$ cat config.mk
export PLATFORM = sky130hd
export DESIGN_NAME = dpc_cell
export DESIGN_NICKNAME = d
export VERILOG_FILES = /design/src/hdl/dpc_pkg.sv /design/src/hdl/dpc_cell.sv
export SDC_FILE = /design/constraint.sdc
export NUM_CORES = 1
export LEC_CHECK = 0
export BUFFER_PORTS_ARGS = -buffer_cell sky130_fd_sc_hd__buf_4
export CAP_MARGIN = 5
export CORE_ASPECT_RATIO = 1.75
export CORE_UTILIZATION = 45
export DETAILED_ROUTE_END_ITERATION = 6
export GPL_TIMING_DRIVEN = 0
export PLACE_DENSITY_LB_ADDON = 0.15
export SLEW_MARGIN = 20
export SYNTH_ARGS = -nofsm -noshare
export SYNTH_HDL_FRONTEND = slang
export SYNTH_SLANG_ARGS = --single-unit
$ cat constraint.sdc
create_clock -name clk -period 14.6 [get_ports clk]
set_input_delay 2.92 -clock clk [delete_from_list [all_inputs] [get_ports clk]]
set_output_delay 2.92 -clock clk [all_outputs]
set_load 0.02 [all_outputs]
$ cat src/hdl/dpc_pkg.sv
// Package of types, constants and tables shared by the digit-pair decoder.
package dpc_pkg;

  localparam int INDEX_W = 51;
  localparam int COORD_W = 26;
  localparam int MODE_W  = 2;
  localparam int PAIRS_W = 5;

  localparam logic [MODE_W-1:0] MODE_STD = 2'd0;
  localparam logic [MODE_W-1:0] MODE_ALT = 2'd1;
  localparam logic [MODE_W-1:0] MODE_TRI = 2'd2;

  localparam logic REG_PLOT_MODE  = 1'b0;
  localparam logic REG_PAIR_COUNT = 1'b1;

  // One item as it travels down the chain.
  typedef struct packed {
    logic               valid;
    logic [MODE_W-1:0]  mode;
    logic               big;
    logic [INDEX_W-1:0] rest;
    logic [COORD_W-1:0] row;
    logic [COORD_W-1:0] col;
  } stage_t;

  typedef struct packed {
    logic [1:0] hi;
    logic [1:0] lo;
  } trit_pair_t;

  // Powers of nine, used both as limits and as digit weights.
  function automatic logic [INDEX_W-1:0] pow9(input logic [PAIRS_W-1:0] k);
    logic [INDEX_W-1:0] r;
    case (k)
      5'd1:    r = 51'd9;
      5'd2:    r = 51'd81;
      5'd3:    r = 51'd729;
      5'd4:    r = 51'd6561;
      5'd5:    r = 51'd59049;
      5'd6:    r = 51'd531441;
      5'd7:    r = 51'd4782969;
      5'd8:    r = 51'd43046721;
      5'd9:    r = 51'd387420489;
      5'd10:   r = 51'd3486784401;
      5'd11:   r = 51'd31381059609;
      5'd12:   r = 51'd282429536481;
      5'd13:   r = 51'd2541865828329;
      5'd14:   r = 51'd22876792454961;
      5'd15:   r = 51'd205891132094649;
      5'd16:   r = 51'd1853020188851841;
      default: r = 51'd1;
    endcase
    return r;
  endfunction

  // Splits a base-9 digit into its two base-3 digits.
  function automatic trit_pair_t split9(input logic [3:0] v);
    trit_pair_t r;
    case (v)
      4'd0:    r = '{hi: 2'd0, lo: 2'd0};
      4'd1:    r = '{hi: 2'd0, lo: 2'd1};
      4'd2:    r = '{hi: 2'd0, lo: 2'd2};
      4'd3:    r = '{hi: 2'd1, lo: 2'd0};
      4'd4:    r = '{hi: 2'd1, lo: 2'd1};
      4'd5:    r = '{hi: 2'd1, lo: 2'd2};
      4'd6:    r = '{hi: 2'd2, lo: 2'd0};
      4'd7:    r = '{hi: 2'd2, lo: 2'd1};
      4'd8:    r = '{hi: 2'd2, lo: 2'd2};
      default: r = '{hi: 2'd0, lo: 2'd0};
    endcase
    return r;
  endfunction

endpackage

$ cat src/hdl/dpc_cell.sv
// One cell of the chain: extracts the digit at a fixed position and folds it into row and column.
module dpc_cell #(
  parameter int POS = 0
) (
  input  logic            clk,
  input  logic            rst,
  input  dpc_pkg::stage_t up,
  output logic            up_ready,
  output dpc_pkg::stage_t down,
  input  logic            down_ready
);

  localparam logic [dpc_pkg::INDEX_W-1:0] W9 = dpc_pkg::pow9(dpc_pkg::PAIRS_W'(POS));

  dpc_pkg::stage_t               held;
  dpc_pkg::stage_t               held_next;
  logic [dpc_pkg::INDEX_W-1:0]   thr [0:8];
  logic [3:0]                    v;
  dpc_pkg::trit_pair_t           tp;
  logic [1:0]                    d;
  logic                          to_row;
  logic                          to_col;

  assign up_ready = !held.valid || down_ready;
  assign down     = held;

  always_comb begin
    for (int j = 0; j <= 8; j++) begin
      thr[j] = dpc_pkg::INDEX_W'(W9 * dpc_pkg::INDEX_W'(j));
    end
    // Thresholds rise with j, so the last one passed gives the base-9 digit.
    v = 4'd0;
    for (int j = 1; j <= 8; j++) begin
      if (up.rest >= thr[j]) begin
        v = 4'(j);
      end
    end
    tp = dpc_pkg::split9(v);
    d  = up.rest[2*POS +: 2];
    if (up.mode == dpc_pkg::MODE_ALT) begin
      to_row = (d == 2'd1) || (d == 2'd2);
      to_col = (d == 2'd2) || (d == 2'd3);
    end else begin
      to_row = d[0];
      to_col = d[1];
    end

    held_next       = up;
    if (up.mode == dpc_pkg::MODE_TRI) begin
      held_next.rest = up.rest - thr[v];
      held_next.row  = {up.row[dpc_pkg::COORD_W-2:0], 1'b0} + up.row
                       + dpc_pkg::COORD_W'(tp.lo);
      held_next.col  = {up.col[dpc_pkg::COORD_W-2:0], 1'b0} + up.col
                       + dpc_pkg::COORD_W'(tp.hi);
    end else begin
      held_next.row  = {up.row[dpc_pkg::COORD_W-2:0], to_row};
      held_next.col  = {up.col[dpc_pkg::COORD_W-2:0], to_col};
    end
  end

  always_ff @(posedge clk) begin
    if (rst) begin
      held.valid <= 1'b0;
    end else if (up_ready) begin
      held.valid <= up.valid;
      if (up.valid) begin
        held.mode <= held_next.mode;
        held.big  <= held_next.big;
        held.rest <= held_next.rest;
        held.row  <= held_next.row;
        held.col  <= held_next.col;
      end
    end
  end

endmodule

==> impl_metrics.ini, run 1 <==
[setup_path]
crit_top_cell = inv_1
reg2reg_to = down[36]
crit_family = simple AND/OR/NAND/NOR gates
end_kind = flip-flop
critPathLaunchType = primary input
path_max_fanout = 8
r2r_start = down[106]
crit_required_ns = 14.68
slowest_delay_ns = 0.69
ff2ff_path_depth = 6
worst-endpoint-arrival_ns = 8.74
rrSetupSlack_ns = 12.51
critical_path_class = primary input to flip-flop
critical_path.n_buffers_inverters = 6
critical_path.slowest_cell = a211oi_1

[status]
status = completed

[floorplanning]
dieArea_mm2 = 0.0188
die_h_um = 180
row_count = 64
initial_core_util = 0.465
coreArea_mm2 = 0.0176
fp.dieW_um = 104
io_pins = 218

[timing]
tightestPinTransition_ns = 0.860
skew_ns = 0.00563
rsz0062_at_grt = no
period_needed_ns = 8.66
finalSetupTns_ns = 0
hold_violations = 0
slew_viol_final = 0
fin_crit_sh = 0.593
fmaxAchievable_ghz = 0.115
maxSlewHeadroom = 0.421
setup_viol = 0

[logic_synthesis]
synth_flop_cell = edfxtp_1
syn_nets = 1029
syn_avg_cell_area_um2 = 10.1
seq_area_frac_synth = 0.391
syn_area_mm2 = 0.00819
yosysWarningCount = 0
async_reset_ff_frac = 0
ys_seq_elements = 107
synth_cell_types = 71
synth_edf_count = 106
synthCells = 807

[layout]
diodes = 0
fin_nets = 1269
fin_area_mm2 = 0.0105
area_delta_synth_final_pct = 27.9
final_cell_mix = buf_4, ha_1, edfxtp_1
final_common_cell = buf_4
drive_gt1_frac = 0.260
largest_reg_flops = 107
num-fill-cells = 1552

[cts]
post_cts_buffers = 0
post_cts_resized = 0
hold_buffers = 0
cts_buffers = 9
cts.path.max_buffers = 2
cts-root-buf = clkbuf_16
clk_pin_slew_ns = 0.07
cts.sink_count = 107
htreeDepth = 3
clock_latency_ns = 0.36
tritoncts = built

[detailed_routing]
wl_per_cell_um = 16.6
routed-via-count = 7013
drc_errors = 0
dr.pass1.iters = 6
antenna_left = 0
wirelength_mm = 21.4
dr.first_iter.drc_count = 250
via_per_inst = 5.47

[run]
drv_cap = 0

[hold_path]
worstHoldEndpoint = down[106]
worstHoldStart = down[106]
hold_depth = 3
min_path_type = flip-flop to flip-flop

[place]
hpwlAfterDp_mm = 17.0
placed_cell_area_mm2 = 0.0102
gp_congestion = 0.877
portBuffers = 217

[pwr]
vdd_ir_drop_max_mv = 0.0518
power.density_mw_per_mm2 = 83.0
p_leak_nw = 4.57

[global_route]
grt_pass1_vias = 7185
antenna_found_initial = 0
overflow = 0
track_usage = 0.232
grt_pass1_wl_mm = 34.6
grt_max_degree = 18
[cell usage after synthesis, types with 6 or more instances]
cell      instances  area share
ha_1            107        0.16
edfxtp_1        106        0.39
nand2_1          96       0.044
o21ai_0          68       0.042
nor2_1           52       0.024
xnor2_1          42       0.045
xor2_1           40       0.043
a21oi_1          39       0.024
inv_1            24       0.011
a21o_1           19       0.017
nor3_1           19       0.012
clkbuf_1         17      0.0078
a211oi_1         12       0.011
nand2b_1         12      0.0092
nand3_1          12      0.0073
or3_1            11      0.0084
o21a_1            8      0.0073
o31ai_1           8      0.0073
nand4_1           6      0.0046
nor2b_1           6      0.0046
nor4_1            6      0.0046
or4_1             6      0.0055
[worst min-delay path, cell delays in order (launching register included)]
cell,delay (ns)
dfxtp_1,0.34
nor2b_1,0.17
nor2_1,0.08
nor2_1,0.04
[kinds of logic after synthesis]
logic type      synth area share
compound gates             0.153
xor+xnor                  0.0897
fa+ha+maj                  0.176
buf+inv                   0.0199
flops                      0.391
mux                      0.00489
simple gates               0.166
[routing by layer]
layer | track usage | vias up | share of wire
li1 | - | 3484 | -
met1 | 0.239 | 3292 | 0.38
met2 | 0.447 | 200 | 0.54
met3 | 0.0452 | 37 | 0.047
met4 | 0.0960 | 0 | 0.028
met5 | 0 | - | 0
[per-stage QoR]
step | hold WS [ns] | setup WS, ns | total power (W) | instances | utilization
after CTS | 0.681 | 5.97 | 0.000876 | 1283 | 0.595
after detailed placement | 0.668 | 5.60 | 0.000639 | 1267 | 0.579
after global routing | 0.733 | 5.67 | 0.000915 | 1283 | 0.595
final | 0.671 | 5.94 | 0.000869 | 1283 | 0.595
after global placement | 0.648 | -0.400 | 0.000638 | 1255 | 0.574
after floorplan | 0.679 | 3.23 | 0.000544 | 807 | -
[power breakdown]
| part | switching, W | internal, W |
|---|---|---|
| registers | 0.00000456 | 0.000358 |
| logic | 0.000152 | 0.000118 |
| clock network | 0.000120 | 0.000117 |
[how the worst max path moves through the flow]
stage	to	start	cells past startpoint	slack [ns]
finish	down[49]	up[91]	26	5.94
global route	down[49]	up[91]	26	5.67
CTS	down[51]	up[91]	26	5.97
detailed placement	down[51]	up[91]	26	5.60
global placement	down[34]	down_ready	3	-0.40
floorplan	down[0]	down_ready	2	3.23
[area by class of cell]
| cell class | instances | area (µm²) | share of cell area |
|---|---|---|---|
| clock inverters | 6 | 40.0 | 0.00382 |
| flip-flops and latches | 107 | 3200 | 0.306 |
| repair buffers | 229 | 1720 | 0.164 |
| well taps | 231 | 289 | 0.0276 |
| plain buffers | 18 | 68.8 | 0.00657 |
| multi-input cells | 657 | 4830 | 0.461 |
| clock buffers | 10 | 229 | 0.0219 |
| inverters | 25 | 93.8 | 0.00896 |
Power figures use the tool's default switching activity.
==> run 2, diff against run 1 <==
==> constraint.sdc (replaced) <==
create_clock -name clk -period 8.97 [get_ports clk]
set_input_delay 1.794 -clock clk [delete_from_list [all_inputs] [get_ports clk]]
set_output_delay 1.794 -clock clk [all_outputs]
set_load 0.02 [all_outputs]
==> run 2 against run 1 <==
Clock power up 64%. Total power up 63%. Combinational power up 63%. Non-clock buffer count down 5. Core utilization up 0.092 points. First-iteration DRC count down 35%. Global-route usage down 0.26 points. Final area up 0.16%. Wire length down 1.5%.
==> impl_metrics.ini, run 2 (same netlist as run 1, synthesis figures left out) <==
[status]
status = completed

[global_route]
grt_pass1_wl_mm = 34.3
track_usage = 0.229
overflow = 0
grt_max_degree = 18
antenna_found_initial = 0
grt_pass1_vias = 7115

[floorplanning]
initial_core_util = 0.465
die_h_um = 180
coreArea_mm2 = 0.0176
dieArea_mm2 = 0.0188
io_pins = 218
fp.dieW_um = 104
row_count = 64

[pwr]
clkPwrFrac = 0.272
p_switching_w = 0.000435
p_int_w = 0.000981
p_seq_frac = 0.417
combPwrFrac = 0.311
vdd_ir_drop_max_mv = 0.0694
switching_share = 0.307
power.density_mw_per_mm2 = 135
p_leak_nw = 4.56

[timing]
maxSlewHeadroom = 0.470
fmaxAchievable_ghz = 0.135
rsz0062_at_grt = no
hold_violations = 0
fin_crit_sh = 0.826
tightestPinTransition_ns = 0.788
period_needed_ns = 7.41
setup_viol = 0
finalSetupTns_ns = 0
skew_ns = 0.00341
slew_viol_final = 0

[setup_path]
critPathLaunchType = primary input
r2r_start = down[106]
ff2ff_path_depth = 5
cp-endpoint = down[25]
end_kind = flip-flop
path_max_fanout = 8
reg2reg_to = down[42]
rrSetupSlack_ns = 7.11
critical_path_class = primary input to flip-flop
worst-endpoint-arrival_ns = 7.51
crit_path_start = up[91]
crit_required_ns = 9.07

[detailed_routing]
wl_per_cell_um = 16.5
wirelength_mm = 21.0
dr.pass1.iters = 4
drc_errors = 0
via_per_inst = 5.38
routed-via-count = 6880
dr.first_iter.drc_count = 163
antenna_left = 0

[cts]
clock_latency_ns = 0.35
hold_buffers = 0
clk_pin_slew_ns = 0.07
cts.sink_count = 107
cts.path.max_buffers = 2
cts_buffers = 9
post_cts_resized = 0
htreeDepth = 3
post_cts_buffers = 0
tritoncts = built
cts-root-buf = clkbuf_16

[place]
hpwlAfterDp_mm = 17.1
portBuffers = 217
dpl.cell_count = 1262
gp_congestion = 0.883

[layout]
drive_gt1_frac = 0.256
final_common_cell = buf_4
instances_no_fill = 1278
largest_reg_flops = 107
final_cell_mix = buf_4, ha_1, edfxtp_1
num-fill-cells = 1570
fin_nets = 1264
area_delta_synth_final_pct = 28.1
diodes = 0

[hold_path]
min_path_type = flip-flop to flip-flop

[run]
drv_cap = 0
## run 2: power groups by stage
| stage | clock [W] | sequential [W] | combinational, W |
|---|---|---|---|
| 6_report | 0.000386 | 0.000591 | 0.000440 |
| 4_1_cts | 0.000398 | 0.000591 | 0.000442 |
| 3_5_place_dp | 0 | 0.000602 | 0.000439 |
| 2_1_floorplan | 0 | 0.000635 | 0.000248 |
| 5_1_grt | 0.000416 | 0.000592 | 0.000490 |
| 3_3_place_gp | 0 | 0.000606 | 0.000429 |
## run 2: worst min path at each step
stage | endpoint | start | depth (start not counted)
floorplan | down[106] | down[106] | 3
global route | down[106] | down[106] | 3
detailed placement | down[106] | down[106] | 3
finish | down[106] | down[106] | 3
CTS | down[106] | down[106] | 3
global placement | down[106] | down[106] | 3
## run 2: layout make-up
class / instances / area (µm²) / share of cell area
Sequential cell: 107 / 3200 / 0.305
Multi-Input combinational cell: 657 / 4830 / 0.461
Timing Repair Buffer: 224 / 1720 / 0.164
Inverter: 25 / 93.8 / 0.00894
Clock inverter: 3 / 22.5 / 0.00215
Clock buffer: 13 / 260 / 0.0248
Tap cell: 231 / 289 / 0.0275
Buffer: 18 / 68.8 / 0.00656
## run 2: layer usage
layer  GRT usage  wire length (µm)  up-vias
met4      0.0983               599        0
met5           0                 0        -
met2       0.443             11400      188
met1       0.237              8050     3189
li1            -                 -     3469
met3      0.0398               974       34
## run 2: through the flow
stage	power (W)	utilization	setup WS, ns	instance area (µm²)	hold slack (ns)
finish	0.00142	0.596	1.56	10500	0.687
global route	0.00150	0.596	1.23	10500	0.710
CTS	0.00143	0.596	1.56	10500	0.692
detailed placement	0.00104	0.579	1.20	10200	0.681
global placement	0.00104	0.574	0.529	10100	0.659
floorplan	0.000882	-	1.88	8190	0.689
## run 2: worst max-delay path, stage by stage
cell and delay [ns]:
buf_4 0.12, or3_1 0.41, or3_4 0.38, nor3_4 0.21, nand2_1 0.11, or4_1 0.52, buf_2 0.19, a21oi_2 0.18
inv_1 0.09, ha_1 0.19, nand2_1 0.08, o21ai_0 0.11, fa_1 0.46, ha_1 0.24, fa_1 0.43, a211oi_2 0.27
nor2_1 0.14, a2111oi_4 0.47, o21ai_2 0.16, or4b_4 0.55, a21oi_1 0.17, o21ai_2 0.08, xnor2_1 0.15
==> run 3, diff against run 2 <==
--- a/config.mk
+++ b/config.mk
@@ -5,6 +5,7 @@
 export SDC_FILE = /design/constraint.sdc
 export NUM_CORES = 1
 export LEC_CHECK = 0
+export ABC_AREA = 1
 export BUFFER_PORTS_ARGS = -buffer_cell sky130_fd_sc_hd__buf_4
 export CAP_MARGIN = 5
 export CORE_ASPECT_RATIO = 1.75
==> constraint.sdc (replaced) <==
create_clock -name clk -period 6.9 [get_ports clk]
set_input_delay 1.38 -clock clk [delete_from_list [all_inputs] [get_ports clk]]
set_output_delay 1.38 -clock clk [all_outputs]
set_load 0.02 [all_outputs]
==> run 3 against run 2 <==
The run now ends with design-rule violations left. Worst hold slack worse by 0.10 ns. Critical path depth is 8 higher. Critical path type unchanged. Final area is 13% higher. Final cell count is 34% higher. Critical endpoint is now down[49]. Flip-flop and latch count stayed put. Via count is 31% higher. Die area is 15% higher. Clock skew is 0.0096 ns higher. Clock-buffer cell count is 4 lower. Total power is 39% higher.
==> impl_metrics.ini, run 3 <==
[status]
status = finished with violations
failed_checks = design-rule violations

[logic_synthesis]
yosys.area.top_type = edfxtp_1
syn_avg_cell_area_um2 = 7.69
synth_cell_types = 48
synthTopCellsByCount = nand2_1, nor2_1, inv_1
yosysWarningCount = 0
synth_top_area_frac = 0.337
syn_area_mm2 = 0.00946
seq_area_frac_synth = 0.339
synth_edf_count = 106
ys_seq_elements = 107
async_reset_ff_frac = 0
synthCells = 1230
yosysMostFrequentCell = nand2_1
yosys-top-cells-area = edfxtp_1, ha_1, nand2_1
syn_nets = 1452
synth_flop_cell = edfxtp_1

[place]
gp_congestion = 0.956
portBuffers = 217
hpwlAfterDp_mm = 24.0
placed_cell_area_mm2 = 0.0115
pre_cts_ws_ns = 0.912

[timing]
hold_violations = 0
setup_viol = 0
timing.final.ws_setup_ns = 1.28
skew_ns = 0.0130
finalSetupTns_ns = 0
fmaxAchievable_ghz = 0.178
maxSlewHeadroom = 0.466
tightestPinTransition_ns = 0.801
fin_crit_sh = 0.814
rsz0062_at_grt = no
period_needed_ns = 5.62
slew_viol_final = 0

[layout]
final_common_cell = nand2_1
fin_util = 0.578
num-fill-cells = 2008
drive_gt1_frac = 0.211
largest_reg_flops = 107
fin_nets = 1687
fin_area_mm2 = 0.0118
area_delta_synth_final_pct = 25.1
final_cell_mix = nand2_1, buf_4, nor2_1
diodes = 0

[cts]
post_cts_buffers = 0
cts.sink_count = 107
post_cts_resized = 0
cts.path.max_buffers = 2
tritoncts = built
clock_latency_ns = 0.37
cts-root-buf = clkbuf_16
htreeDepth = 3
cts_buffers = 9
hold_buffers = 0
clk_pin_slew_ns = 0.08

[hold_path]
min_path_type = flip-flop to flip-flop

[detailed_routing]
dr.first_iter.drc_count = 492
wl_per_cell_um = 16.6
via_per_inst = 5.25
dr.pass1.iters = 7
drc_errors = 21
routed-via-count = 9011
antenna_left = 0
wirelength_mm = 28.5

[pwr]
p_seq_frac = 0.388
p_leak_nw = 5.51
combPwrFrac = 0.327
vdd_ir_drop_max_mv = 0.101
p_switching_w = 0.000679
switching_share = 0.344
clkPwrFrac = 0.284
power.density_mw_per_mm2 = 167
p_int_w = 0.00129

[setup_path]
worst-endpoint-arrival_ns = 5.74
critical_path.slowest_cell = fa_1
slowest_delay_ns = 0.40
path_max_fanout = 6
crit_top_cell = nand2_1
crit_required_ns = 7.02
critPathLaunchType = primary input
end_kind = flip-flop
critical_path_class = primary input to flip-flop

[floorplanning]
dieArea_mm2 = 0.0216
io_pins = 218
coreArea_mm2 = 0.0205
initial_core_util = 0.462
row_count = 69
fp.dieW_um = 112
die_h_um = 194

[global_route]
grt_max_degree = 20
antenna_found_initial = 0
global_route.usage.met1 = 0.261
overflow = 0
use_met2 = 0.525
gr-max-usage-layer = met2
grt_pass1_vias = 8959
met3_usage = 0.0391
track_usage = 0.266
grt_pass1_wl_mm = 44.4

[run]
drv_cap = 0
==> run 3: cell types whose count changed in the layout (fill, tap and decap cells not counted), sizes merged, moves of 12 or more <==
cell / before / now
nand2b: 14 / 0
inv: 26 / 142
nor3: 20 / 35
nand2: 97 / 329
nand3: 12 / 78
nor2: 53 / 156
a211oi: 13 / 1
a21oi: 40 / 68
nand4: 6 / 22
xnor2: 43 / 27
a21o: 19 / 3
or3: 14 / 0
==> run 3: path summary, 6_finish.rpt <==
| path | start | to | slack, ns | cells past startpoint |
|---|---|---|---|---|
| min | down[106] | down[106] | 0.58 | 4 |
| min reg2reg | down[106] | down[106] | 0.58 | 4 |
| max | up[80] | down[49] | 1.28 | 31 |
| max reg2reg | down[106] | down[89] | 5.22 | 6 |
==> run 3: area by class of cell <==
class / count / area [µm²] / share of cell area
Buffer: 13 / 51.3 / 0.00434
Clock buffer: 9 / 225 / 0.0190
Clock inverter: 7 / 81.3 / 0.00688
Inverter: 140 / 531 / 0.0449
Multi-Input combinational cell: 970 / 5680 / 0.480
Sequential cell: 107 / 3200 / 0.271
Tap cell: 248 / 310 / 0.0262
Timing Repair Buffer: 224 / 1740 / 0.147
==> run 3: power by group through the flow <==
stage	Clock (W)	Combinational, W	Sequential (W)
floorplan	0	0.000366	0.000824
global placement	0	0.000631	0.000787
detailed placement	0	0.000646	0.000781
CTS	0.000576	0.000650	0.000767
global route	0.000589	0.000720	0.000769
finish	0.000561	0.000646	0.000767
==> run 3: stage by stage <==
stage / hold slack, ns / power [W] / std cells
finish: 0.583 / 0.00197 / 1718
global route: 0.629 / 0.00208 / 1718
CTS: 0.589 / 0.00199 / 1718
detailed placement: 0.582 / 0.00143 / 1702
global placement: 0.541 / 0.00142 / 1695
floorplan: 0.754 / 0.00119 / 1230
==> run 3: critical path, delay by kind of cell <==
family / cells / cell delay (ns)
AO/OA/AOI/OAI: 2 / 0.38
buffers and inverters: 5 / 0.48
AND/OR/NAND/NOR: 20 / 2.32
adder cells (fa/ha/maj): 4 / 1.15
==> run 3: cells by family (layout without fill, tap and decap cells) <==
logic type	Yosys count	count (layout)	share of synthesized area
fa+ha+maj	112	112	0.152
simple gates	643	643	0.304
compound gates	153	153	0.0859
xor+xnor	62	62	0.0574
buf+inv	153	393	0.0615
flops	107	107	0.339
==> run 3: metal layers <==
metal	vias to the layer above	part of all wire
met5	-	0
met4	0	0.042
met3	65	0.046
met2	256	0.55
met1	4086	0.36
li1	4604	-
